<file path="src/rtl/crc8_framed_packet_receiver_defines.svh">
// Assertion macros used by the packet receiver RTL (cfpr_core).
// No dependencies; included by modules that carry assertions.
`ifndef CRC8_FRAMED_PACKET_RECEIVER_DEFINES_SVH
`define CRC8_FRAMED_PACKET_RECEIVER_DEFINES_SVH

// Checked on every rising clock edge, masked during reset.
`define CFPR_ASSERT(name, clk, rst_n, prop, msg) \
    name: assert property (@(posedge clk) disable iff (!rst_n) prop) else $error(msg);

// Checked on every rising clock edge, reset included.
`define CFPR_ASSERT_ALWAYS(name, clk, prop, msg) \
    name: assert property (@(posedge clk) prop) else $error(msg);

`endif

</file>
<file path="src/rtl/cfpr_pkg.sv">
// Shared types and constants for the CRC-8 framed packet receiver.
// No dependencies.
package cfpr_pkg;

    localparam logic [7:0] SYNC_A   = 8'h3E;  // '>'
    localparam logic [7:0] SYNC_B   = 8'h2A;  // '*'
    localparam logic [7:0] CRC_POLY = 8'h8C;  // reflected Dallas/Maxim

    typedef enum logic [1:0] {
        EV_NONE    = 2'd0,
        EV_PAYLOAD = 2'd1,
        EV_GOOD    = 2'd2,
        EV_BAD     = 2'd3
    } event_t;

    typedef struct packed {
        logic        frame_ready;
        logic        error_flag;
        logic        in_progress;
        logic [15:0] payload_index;
        logic [7:0]  payload_byte;
        event_t      event_res;
    } result_t;

    function automatic logic [7:0] crc8_update(input logic [7:0] crc, input logic [7:0] data);
        logic [7:0] c;
        c = crc ^ data;
        for (int i = 0; i < 8; i++) begin
            c = c[0] ? ((c >> 1) ^ CRC_POLY) : (c >> 1);
        end
        return c;
    endfunction

endpackage

</file>
<file path="src/rtl/crc8_framed_packet_receiver.sv">
// Byte stream deframer: sync '>' '*' '>', LE length, payload, CRC-8, trailer.
// Packet format and usage summary:
//   s_ channel carries one received byte per request (s_tdata).
//   m_ channel returns exactly one result per accepted byte: m_tuser is the
//   event (none, payload byte, frame good, frame bad), m_tdata the payload
//   byte, its index and the status flags.
//   cfg_we/cfg_wdata set the expected payload length; write only while idle.
//   A write clears the frame position, running CRC and frame-ready flag.
// Timing:
//   An accepted byte passes the input register, then the state update into
//   the result register. One byte per cycle is sustained while m_tready is
//   high; the loop through the CRC-8 byte step and the frame position compare
//   sets that rate.
// Reset (aresetn low, synchronous): hunting for sync, all state and flags
//   cleared, expected length zero, no result pending.
// Stall: with m_tready low the result register holds; one more byte is taken
//   into the input register, then s_tready drops until the result is taken.
// Depends on cfpr_pkg, cfpr_in_stage and cfpr_core.
module crc8_framed_packet_receiver
    import cfpr_pkg::*;
(
    input  logic        aclk,
    input  logic        aresetn,
    input  logic        s_tvalid,
    output logic        s_tready,
    input  logic [7:0]  s_tdata,   // [7:0] rx_byte
    output logic        m_tvalid,
    input  logic        m_tready,
    output logic [31:0] m_tdata,   // [7:0] payload_byte, [23:8] payload_index,
                                   // [24] in_progress, [25] error_flag,
                                   // [26] frame_ready, [31:27] zero
    output logic [1:0]  m_tuser,   // [1:0] event_res
    input  logic        cfg_we,
    input  logic [15:0] cfg_wdata  // [15:0] expected_length
);

    logic       item_vld;
    logic [7:0] item_byte;
    logic       item_rdy;
    result_t    res;

    cfpr_in_stage u_in_stage (
        .aclk      (aclk),
        .aresetn   (aresetn),
        .s_tvalid  (s_tvalid),
        .s_tready  (s_tready),
        .s_tdata   (s_tdata),
        .item_vld  (item_vld),
        .item_byte (item_byte),
        .item_rdy  (item_rdy)
    );

    cfpr_core u_core (
        .aclk      (aclk),
        .aresetn   (aresetn),
        .item_vld  (item_vld),
        .item_byte (item_byte),
        .item_rdy  (item_rdy),
        .cfg_we    (cfg_we),
        .cfg_wdata (cfg_wdata),
        .res_vld   (m_tvalid),
        .res       (res),
        .res_rdy   (m_tready)
    );

    assign m_tuser = res.event_res;
    assign m_tdata = {5'd0, res.frame_ready, res.error_flag, res.in_progress,
                      res.payload_index, res.payload_byte};

endmodule

</file>
<file path="src/rtl/cfpr_in_stage.sv">
// Input register stage for received bytes.
// Depends on cfpr_pkg (none of its items used beyond the import convention).
module cfpr_in_stage
    import cfpr_pkg::*;
(
    input  logic       aclk,
    input  logic       aresetn,
    input  logic       s_tvalid,
    output logic       s_tready,
    input  logic [7:0] s_tdata,   // [7:0] rx_byte
    output logic       item_vld,
    output logic [7:0] item_byte,
    input  logic       item_rdy
);

    logic       in_vld_reg;
    logic       in_vld_next;
    logic [7:0] in_byte_reg;

    assign s_tready    = !in_vld_reg || item_rdy;
    assign in_vld_next = s_tready ? s_tvalid : in_vld_reg;

    always_ff @(posedge aclk) begin
        if (!aresetn) begin
            in_vld_reg <= 1'b0;
        end else begin
            in_vld_reg <= in_vld_next;
        end
    end

    always_ff @(posedge aclk) begin
        if (s_tvalid && s_tready) begin
            in_byte_reg <= s_tdata;
        end
    end

    assign item_vld  = in_vld_reg;
    assign item_byte = in_byte_reg;

endmodule

</file>
<file path="src/rtl/cfpr_core.sv">
// Deframer state, CRC-8 check and result register.
// Depends on cfpr_pkg and crc8_framed_packet_receiver_defines.svh.
`include "crc8_framed_packet_receiver_defines.svh"

module cfpr_core
    import cfpr_pkg::*;
(
    input  logic        aclk,
    input  logic        aresetn,
    input  logic        item_vld,
    input  logic [7:0]  item_byte,
    output logic        item_rdy,
    input  logic        cfg_we,
    input  logic [15:0] cfg_wdata,
    output logic        res_vld,
    output result_t     res,
    input  logic        res_rdy
);

    typedef enum logic [3:0] {
        PH_HUNT  = 4'b0001,
        PH_STAR  = 4'b0010,
        PH_GT2   = 4'b0100,
        PH_FRAME = 4'b1000
    } phase_t;

    phase_t      phase_reg,    phase_next;
    logic [16:0] pos_reg,      pos_next;
    logic [15:0] len_reg,      len_next;
    logic [7:0]  crc_reg,      crc_next;
    logic [15:0] crc_seen_reg, crc_seen_next;
    logic        err_reg,      err_next;
    logic        rdy_reg,      rdy_next;
    logic [15:0] exp_len_reg;

    logic        out_vld_reg;
    result_t     out_res_reg;
    result_t     res_next;

    logic        advance;
    logic [16:0] n17;
    logic [16:0] lim_data;
    logic [16:0] lim_crc;
    logic [16:0] lim_busy;
    event_t      ev;
    logic [7:0]  pbyte;
    logic [15:0] pidx;

    assign item_rdy = !out_vld_reg || res_rdy;
    assign advance  = item_vld && item_rdy;

    assign n17      = {1'b0, exp_len_reg};
    assign lim_data = n17 + 17'd2;
    assign lim_crc  = n17 + 17'd4;
    assign lim_busy = n17 + 17'd6;

    always_comb begin
        phase_next    = phase_reg;
        pos_next      = pos_reg;
        len_next      = len_reg;
        crc_next      = crc_reg;
        crc_seen_next = crc_seen_reg;
        err_next      = err_reg;
        rdy_next      = rdy_reg;
        ev            = EV_NONE;
        pbyte         = 8'd0;
        pidx          = 16'd0;
        case (phase_reg)
            PH_HUNT: begin
                phase_next = (item_byte == SYNC_A) ? PH_STAR : PH_HUNT;
            end
            PH_STAR: begin
                phase_next = (item_byte == SYNC_B) ? PH_GT2 : PH_HUNT;
            end
            PH_GT2: begin
                phase_next = (item_byte == SYNC_A) ? PH_FRAME : PH_HUNT;
            end
            PH_FRAME: begin
                if (pos_reg == 17'd2 && len_reg != exp_len_reg) begin
                    // length mismatch: drop byte, back to hunting
                    phase_next = PH_HUNT;
                    pos_next   = 17'd0;
                    crc_next   = 8'd0;
                    err_next   = 1'b1;
                    ev         = EV_BAD;
                end else if (pos_reg < 17'd2) begin
                    if (pos_reg == 17'd0) begin
                        len_next = {len_reg[15:8], item_byte};
                    end else begin
                        len_next = {item_byte, len_reg[7:0]};
                    end
                    pos_next = pos_reg + 17'd1;
                end else if (pos_reg < lim_data) begin
                    crc_next = crc8_update(crc_reg, item_byte);
                    ev       = EV_PAYLOAD;
                    pbyte    = item_byte;
                    pidx     = pos_reg[15:0] - 16'd2;
                    pos_next = pos_reg + 17'd1;
                end else if (pos_reg < lim_crc) begin
                    if (pos_reg == lim_data) begin
                        crc_seen_next = {crc_seen_reg[15:8], item_byte};
                    end else begin
                        crc_seen_next = {item_byte, crc_seen_reg[7:0]};
                    end
                    pos_next = pos_reg + 17'd1;
                end else begin
                    // trailing byte: judge the frame
                    if (len_reg == exp_len_reg && crc_seen_reg == {8'd0, crc_reg}) begin
                        err_next = 1'b0;
                        rdy_next = 1'b1;
                        ev       = EV_GOOD;
                    end else begin
                        err_next = 1'b1;
                        ev       = EV_BAD;
                    end
                    phase_next = PH_HUNT;
                    pos_next   = 17'd0;
                    crc_next   = 8'd0;
                end
            end
            default: begin
                phase_next = PH_HUNT;
                pos_next   = 17'd0;
                crc_next   = 8'd0;
            end
        endcase
        res_next.event_res     = ev;
        res_next.payload_byte  = pbyte;
        res_next.payload_index = pidx;
        res_next.in_progress   = (phase_next != PH_HUNT) ||
                                 (pos_next != 17'd0 && pos_next < lim_busy);
        res_next.error_flag    = err_next;
        res_next.frame_ready   = rdy_next;
    end

    always_ff @(posedge aclk) begin
        if (!aresetn) begin
            phase_reg    <= PH_HUNT;
            pos_reg      <= 17'd0;
            len_reg      <= 16'd0;
            crc_reg      <= 8'd0;
            crc_seen_reg <= 16'd0;
            err_reg      <= 1'b0;
            rdy_reg      <= 1'b0;
            exp_len_reg  <= 16'd0;
        end else if (cfg_we) begin
            exp_len_reg <= cfg_wdata;
            pos_reg     <= 17'd0;
            crc_reg     <= 8'd0;
            rdy_reg     <= 1'b0;
        end else if (advance) begin
            phase_reg    <= phase_next;
            pos_reg      <= pos_next;
            len_reg      <= len_next;
            crc_reg      <= crc_next;
            crc_seen_reg <= crc_seen_next;
            err_reg      <= err_next;
            rdy_reg      <= rdy_next;
        end
    end

    always_ff @(posedge aclk) begin
        if (!aresetn) begin
            out_vld_reg <= 1'b0;
        end else if (advance) begin
            out_vld_reg <= 1'b1;
        end else if (res_rdy) begin
            out_vld_reg <= 1'b0;
        end
    end

    always_ff @(posedge aclk) begin
        if (advance) begin
            out_res_reg <= res_next;
        end
    end

    assign res_vld = out_vld_reg;
    assign res     = out_res_reg;

    `CFPR_ASSERT(a_pos_only_in_frame, aclk, aresetn, (pos_reg != 17'd0) |-> (phase_reg == PH_FRAME), "frame position moved outside a frame")
    `CFPR_ASSERT(a_cfg_clears, aclk, aresetn, cfg_we |=> (pos_reg == 17'd0 && crc_reg == 8'd0 && !rdy_reg), "length write did not clear frame state")
    `CFPR_ASSERT(a_good_flags, aclk, aresetn, (out_vld_reg && out_res_reg.event_res == EV_GOOD) |-> (out_res_reg.frame_ready && !out_res_reg.error_flag), "good frame without ready flag")
    `CFPR_ASSERT(a_bad_flags, aclk, aresetn, (out_vld_reg && out_res_reg.event_res == EV_BAD) |-> out_res_reg.error_flag, "bad frame without error flag")
    `CFPR_ASSERT(a_payload_busy, aclk, aresetn, (out_vld_reg && out_res_reg.event_res == EV_PAYLOAD) |-> out_res_reg.in_progress, "payload byte reported while idle")

endmodule

</file>
<file path="config.mk">
export PLATFORM = sky130hd
export DESIGN_NAME = crc8_framed_packet_receiver
export DESIGN_NICKNAME = d
export VERILOG_FILES = /design/src/rtl/cfpr_pkg.sv /design/src/rtl/crc8_framed_packet_receiver.sv /design/src/rtl/cfpr_in_stage.sv /design/src/rtl/cfpr_core.sv
export VERILOG_INCLUDE_DIRS = /design/src /design/src/rtl
export SDC_FILE = /design/constraint.sdc
export NUM_CORES = 1
export LEC_CHECK = 0
export ABC_CLOCK_PERIOD_IN_PS = 7100
export BUFFER_PORTS_ARGS = -buffer_cell sky130_fd_sc_hd__buf_4
export CAP_MARGIN = 20
export CORE_UTILIZATION = 55
export DETAILED_ROUTE_END_ITERATION = 10
export GPL_ROUTABILITY_DRIVEN = 1
export PLACE_DENSITY_LB_ADDON = 0.15
export SKIP_CTS_REPAIR_TIMING = 1
export SYNTH_ARGS = -nofsm -noshare
export SYNTH_HDL_FRONTEND = slang
export SYNTH_SLANG_ARGS = --single-unit
</file>
<file path="constraint.sdc">
create_clock -name aclk -period 7.1 [get_ports aclk]
set_input_delay 2.13 -clock aclk [delete_from_list [all_inputs] [get_ports aclk]]
set_output_delay 2.13 -clock aclk [all_outputs]
set_load 0.03 [all_outputs]
</file>
==> tab_implementation.tex <==
\begin{tabular}{lr}
\hline
Metric & Value \\
\hline
\multicolumn{2}{l}{\textbf{Synth}} \\
\quad Mapped Avg Cell Area & 9.11 um\^{}2 \\
\quad Number of cells produced by synthesis & 852 \\
\quad Cell area after synthesis & 7760 um\^{}2 \\
\quad Dominant cell type by area after synthesis & dfxtp\_1 \\
\quad Flip-flop and latch count after synthesis & 118 \\
\quad Yosys warning total & 0 \\
\quad Share of the synthesized area in the top cell type & 20.9\% \\
\quad Top cells by area, synth & dfxtp\_1 21\%, edfxtp\_1 14\%, ha\_1 9.2\%, mux2i\_1 7.0\%, xnor2\_1 6.9\% \\
\quad Top\_reg\_cell synth & dfxtp\_1 \\
\quad Distinct cell type count of the synthesized netlist & 67 \\
\quad Post-synth ARST share & 0\% \\
\quad Register area share after synthesis & 35.2\% \\
\quad Count of flip-flops with a built-in enable after synthesis & 37 \\
\quad Most instantiated library cell after synthesis & dfxtp\_1 \\
\quad List of most frequent post-synthesis cells & 81 x dfxtp\_1, 66 x nor2\_1, 61 x xnor2\_1, 58 x nor2b\_1, 57 x ha\_1 \\
\multicolumn{2}{l}{\textbf{STA}} \\
\quad Post-layout worst setup margin & 460 ps \\
\quad Sum of negative setup slack & 0 ps \\
\quad Count of final setup violators & 0 \\
\quad Max-slew violation count & 0 \\
\quad Final hold violations & 0 \\
\quad Worst relative slew slack & 27.9\% \\
\quad Unrepaired setup endpoints after global routing & no \\
\quad Maximum frequency from static timing analysis & 151 MHz \\
\quad Part of the cycle the worst path needs & 93.5\% \\
\quad Final worst clock skew & 12.0 ps \\
\quad Worst Tran Pin Value & 1080 ps \\
\quad Final min period & 6640 ps \\
\multicolumn{2}{l}{\textbf{GRT}} \\
\quad Wire length of the first global-routing pass & 30700 um \\
\quad Grt met3 use & 6.42\% \\
\quad Met1 demand-to-capacity share in global routing & 35.5\% \\
\quad Final global-route overflow total & 0 \\
\quad Vias in the first global route & 6014 \\
\quad Met2 capacity usage during global routing & 45.4\% \\
\quad Total routing resource utilization after global routing & 27.6\% \\
\quad Maximum number of pins on one net before global-route repair & 60 \\
\quad Most utilized layer in the global route result & met2 \\
\quad Number of antenna violations at the first check in global routing & 0 \\
\multicolumn{2}{l}{\textbf{CTS}} \\
\quad TritonCTS Buffers & 17 \\
\quad Clock buffer depth & 2 \\
\quad Clock H-tree levels & 4 \\
\quad Number of sinks handled by clock tree synthesis & 118 \\
\quad Clock tree from TritonCTS & yes \\
\quad Clock insertion delay at the later pin of the skew report & 430 ps \\
\quad Clock edge transition at the registers on the reported setup and hold paths & 60 ps \\
\quad Clock tree root driver cell & clkbuf\_16 \\
\multicolumn{2}{l}{\textbf{Worst setup path}} \\
\quad Capturing element of the worst setup path & u\_core.res[26] \\
\quad CP Capture Type & register \\
\quad Required time worst endpoint & 7400 ps \\
\quad Start of the worst register-to-register path & u\_core.exp\_len\_reg[3] \\
\quad Startpoint class of the critical path & register \\
\quad Worst flop-to-flop path endpoint & u\_core.res[26] \\
\quad Type of the worst setup path & reg -> reg \\
\quad Flop2flop setup slack & 460 ps \\
\quad Startpoint of the most critical setup path & u\_core.exp\_len\_reg[3] \\
\quad Length in cells of the worst reg-to-reg path & 26 \\
\quad Maximum fanout count along the critical path & 9 \\
\quad Data arrival, critical path & 6940 ps \\
\multicolumn{2}{l}{\textbf{Place}} \\
\quad Post-detail-place hpwl & 14000 um \\
\quad Worst setup timing slack at the placement stage & 468 ps \\
\quad Count of buffers from port buffering & 59 \\
\quad Weighted congestion at the end of routability-driven global placement & 0.923 \\
\multicolumn{2}{l}{\textbf{Routing}} \\
\quad Vias post-DR & 6404 \\
\quad Average routed wire per standard cell & 17.8 um \\
\quad Number of DRC violations after detailed-routing iteration 0 & 497 \\
\quad Remaining antenna violation count & 0 \\
\quad First-pass iteration count of the detailed router & 5 \\
\quad \# DRC & 0 \\
\quad Overall routed net length & 19200 um \\
\quad Routed via count divided by cell count & 5.95 \\
\multicolumn{2}{l}{\textbf{Worst hold path}} \\
\quad Tightest Hold Check Type & reg -> reg \\
\multicolumn{2}{l}{\textbf{Pwr}} \\
\quad Cell leakage power & 3.79 nW \\
\quad Power Dens Cells & 210 nW/um\^{}2 \\
\quad Worst IR Drop VDD & 0.169 mV \\
\multicolumn{2}{l}{\textbf{Die}} \\
\quad Area of the core & 13800 um\^{}2 \\
\quad Initial Util & 56.1\% \\
\quad Top Ports & 65 \\
\quad Number of core rows & 43 \\
\quad Die height & 121 um \\
\quad Horizontal extent of the die & 121 um \\
\quad Overall die area & 14600 um\^{}2 \\
\multicolumn{2}{l}{\textbf{Run status}} \\
\quad Outcome & finished, final reports clean \\
\multicolumn{2}{l}{\textbf{Final layout}} \\
\quad Final nets & 970 \\
\quad P\&R area growth vs syn & 14.5\% \\
\quad Proportion of layout cells with a drive suffix above 1 & 12.4\% \\
\quad Flip-flop count of the largest register after layout & 29 \\
\quad Number of antenna cells inserted & 0 \\
\multicolumn{2}{l}{\textbf{Job}} \\
\quad Max-cap violations & 0 \\
\hline
\end{tabular}
## layout make-up
cell class	instances	area [um^2]
clock inverters	15	183
well taps	180	225
multi-input cells	663	4740
inverters	18	67.6
fillers	1137	4940
flip-flops and latches	118	2730
repair buffers	66	515
clock buffers	17	425
## layout by cell type (no fill, tap or decap), types with 4 or more instances in the layout
master,instances
nor4_1,15
clkbuf_16,17
a211oi_1,8
a21oi_1,34
and3_1,12
inv_6,5
and2_1,15
o21a_1,5
nand2_1,47
o31ai_1,6
a21o_1,14
nand4_1,18
and4_1,5
or3_1,7
xor2_1,37
nor3_1,25
mux2i_1,54
edfxtp_1,37
xnor2_1,61
nor2b_1,57
nor2_1,66
nand2b_1,6
or2_2,5
conb_1,5
buf_4,65
ha_1,57
o21ai_0,23
nor3b_1,7
inv_8,4
nand3_1,21
inv_1,18
dfxtp_1,81
## cells by family (layout without fill, tap and decap cells)
logic type                 count (synthesis)  after routing  synth area share [%]
and+or+nand+nor                          319            319                  22.1
DFF                                      118            118                  35.2
xor gates and xnor gates                  98             98                  11.1
AOI/OAI and AO/OA                        130            130                  11.4
adders and majority gates                 57             57                  9.19
buffers and inverters                     75            116                  4.03
muxes                                     54             54                  6.96
other                                      1              5                0.0483
## worst max-delay path: stages, from the launching register on
cell      delay [ps]
dfxtp_1          520
ha_1             320
nand3_1          140
nor2_1           230
and3_1           250
and3_1           300
nand4_1          140
xor2_1           180
ha_1             310
and4_1           210
and4_1           240
nor3b_1          150
a211oi_1         830
or3_1            310
and2_1           380
a22oi_1          140
inv_1             90
ha_1             240
a21o_1           160
a21o_1           160
a21o_1           170
a21o_1           170
a21o_1           170
a21o_1           170
a21oi_1          180
o32a_1           180
o41a_1           130
## per-layer routing
layer,wire (um),part of all wire (%)
met4,282,1.5
met5,0,0
met1,8640,45
met2,8940,47
met3,1310,6.8
## worst min path at each step
stage          slack (ps)  cells past startpoint              startpoint                      to
2_1_floorplan         470                      2          u_core.rdy_reg          u_core.rdy_reg
3_3_place_gp          500                      2  u_core.crc_seen_reg[8]  u_core.crc_seen_reg[8]
3_5_place_dp          500                      2          u_core.rdy_reg          u_core.rdy_reg
4_1_cts               520                      2          u_core.rdy_reg          u_core.rdy_reg
5_1_grt               560                      1     u_in_stage.item_vld          u_core.res_vld
6_report              520                      2          u_core.rdy_reg          u_core.rdy_reg
## per-stage QoR
| step | area [um^2] | util, % | power, mW | hold WS, ps | instances |
|---|---|---|---|---|---|
| after floorplan | 7780 | - | 0.918 | 471 | 856 |
| after global placement | 8250 | 59.6 | 0.978 | 501 | 1043 |
| after detailed placement | 8250 | 59.6 | 0.985 | 500 | 1043 |
| after CTS | 8850 | 64.0 | 1.87 | 516 | 1075 |
| after global routing | 8890 | 64.3 | 1.92 | 559 | 1077 |
| final | 8890 | 64.3 | 1.87 | 521 | 1077 |
## power by group
| part | switching [mW] | leakage (nW) | total (mW) | internal [mW] |
|---|---|---|---|---|
| logic | 0.126 | 2.48 | 0.227 | 0.101 |
| clock network | 0.358 | 0.297 | 0.891 | 0.532 |
| registers | 0.0353 | 1.01 | 0.749 | 0.714 |
Note: power is estimated with default switching activity, not from simulation.
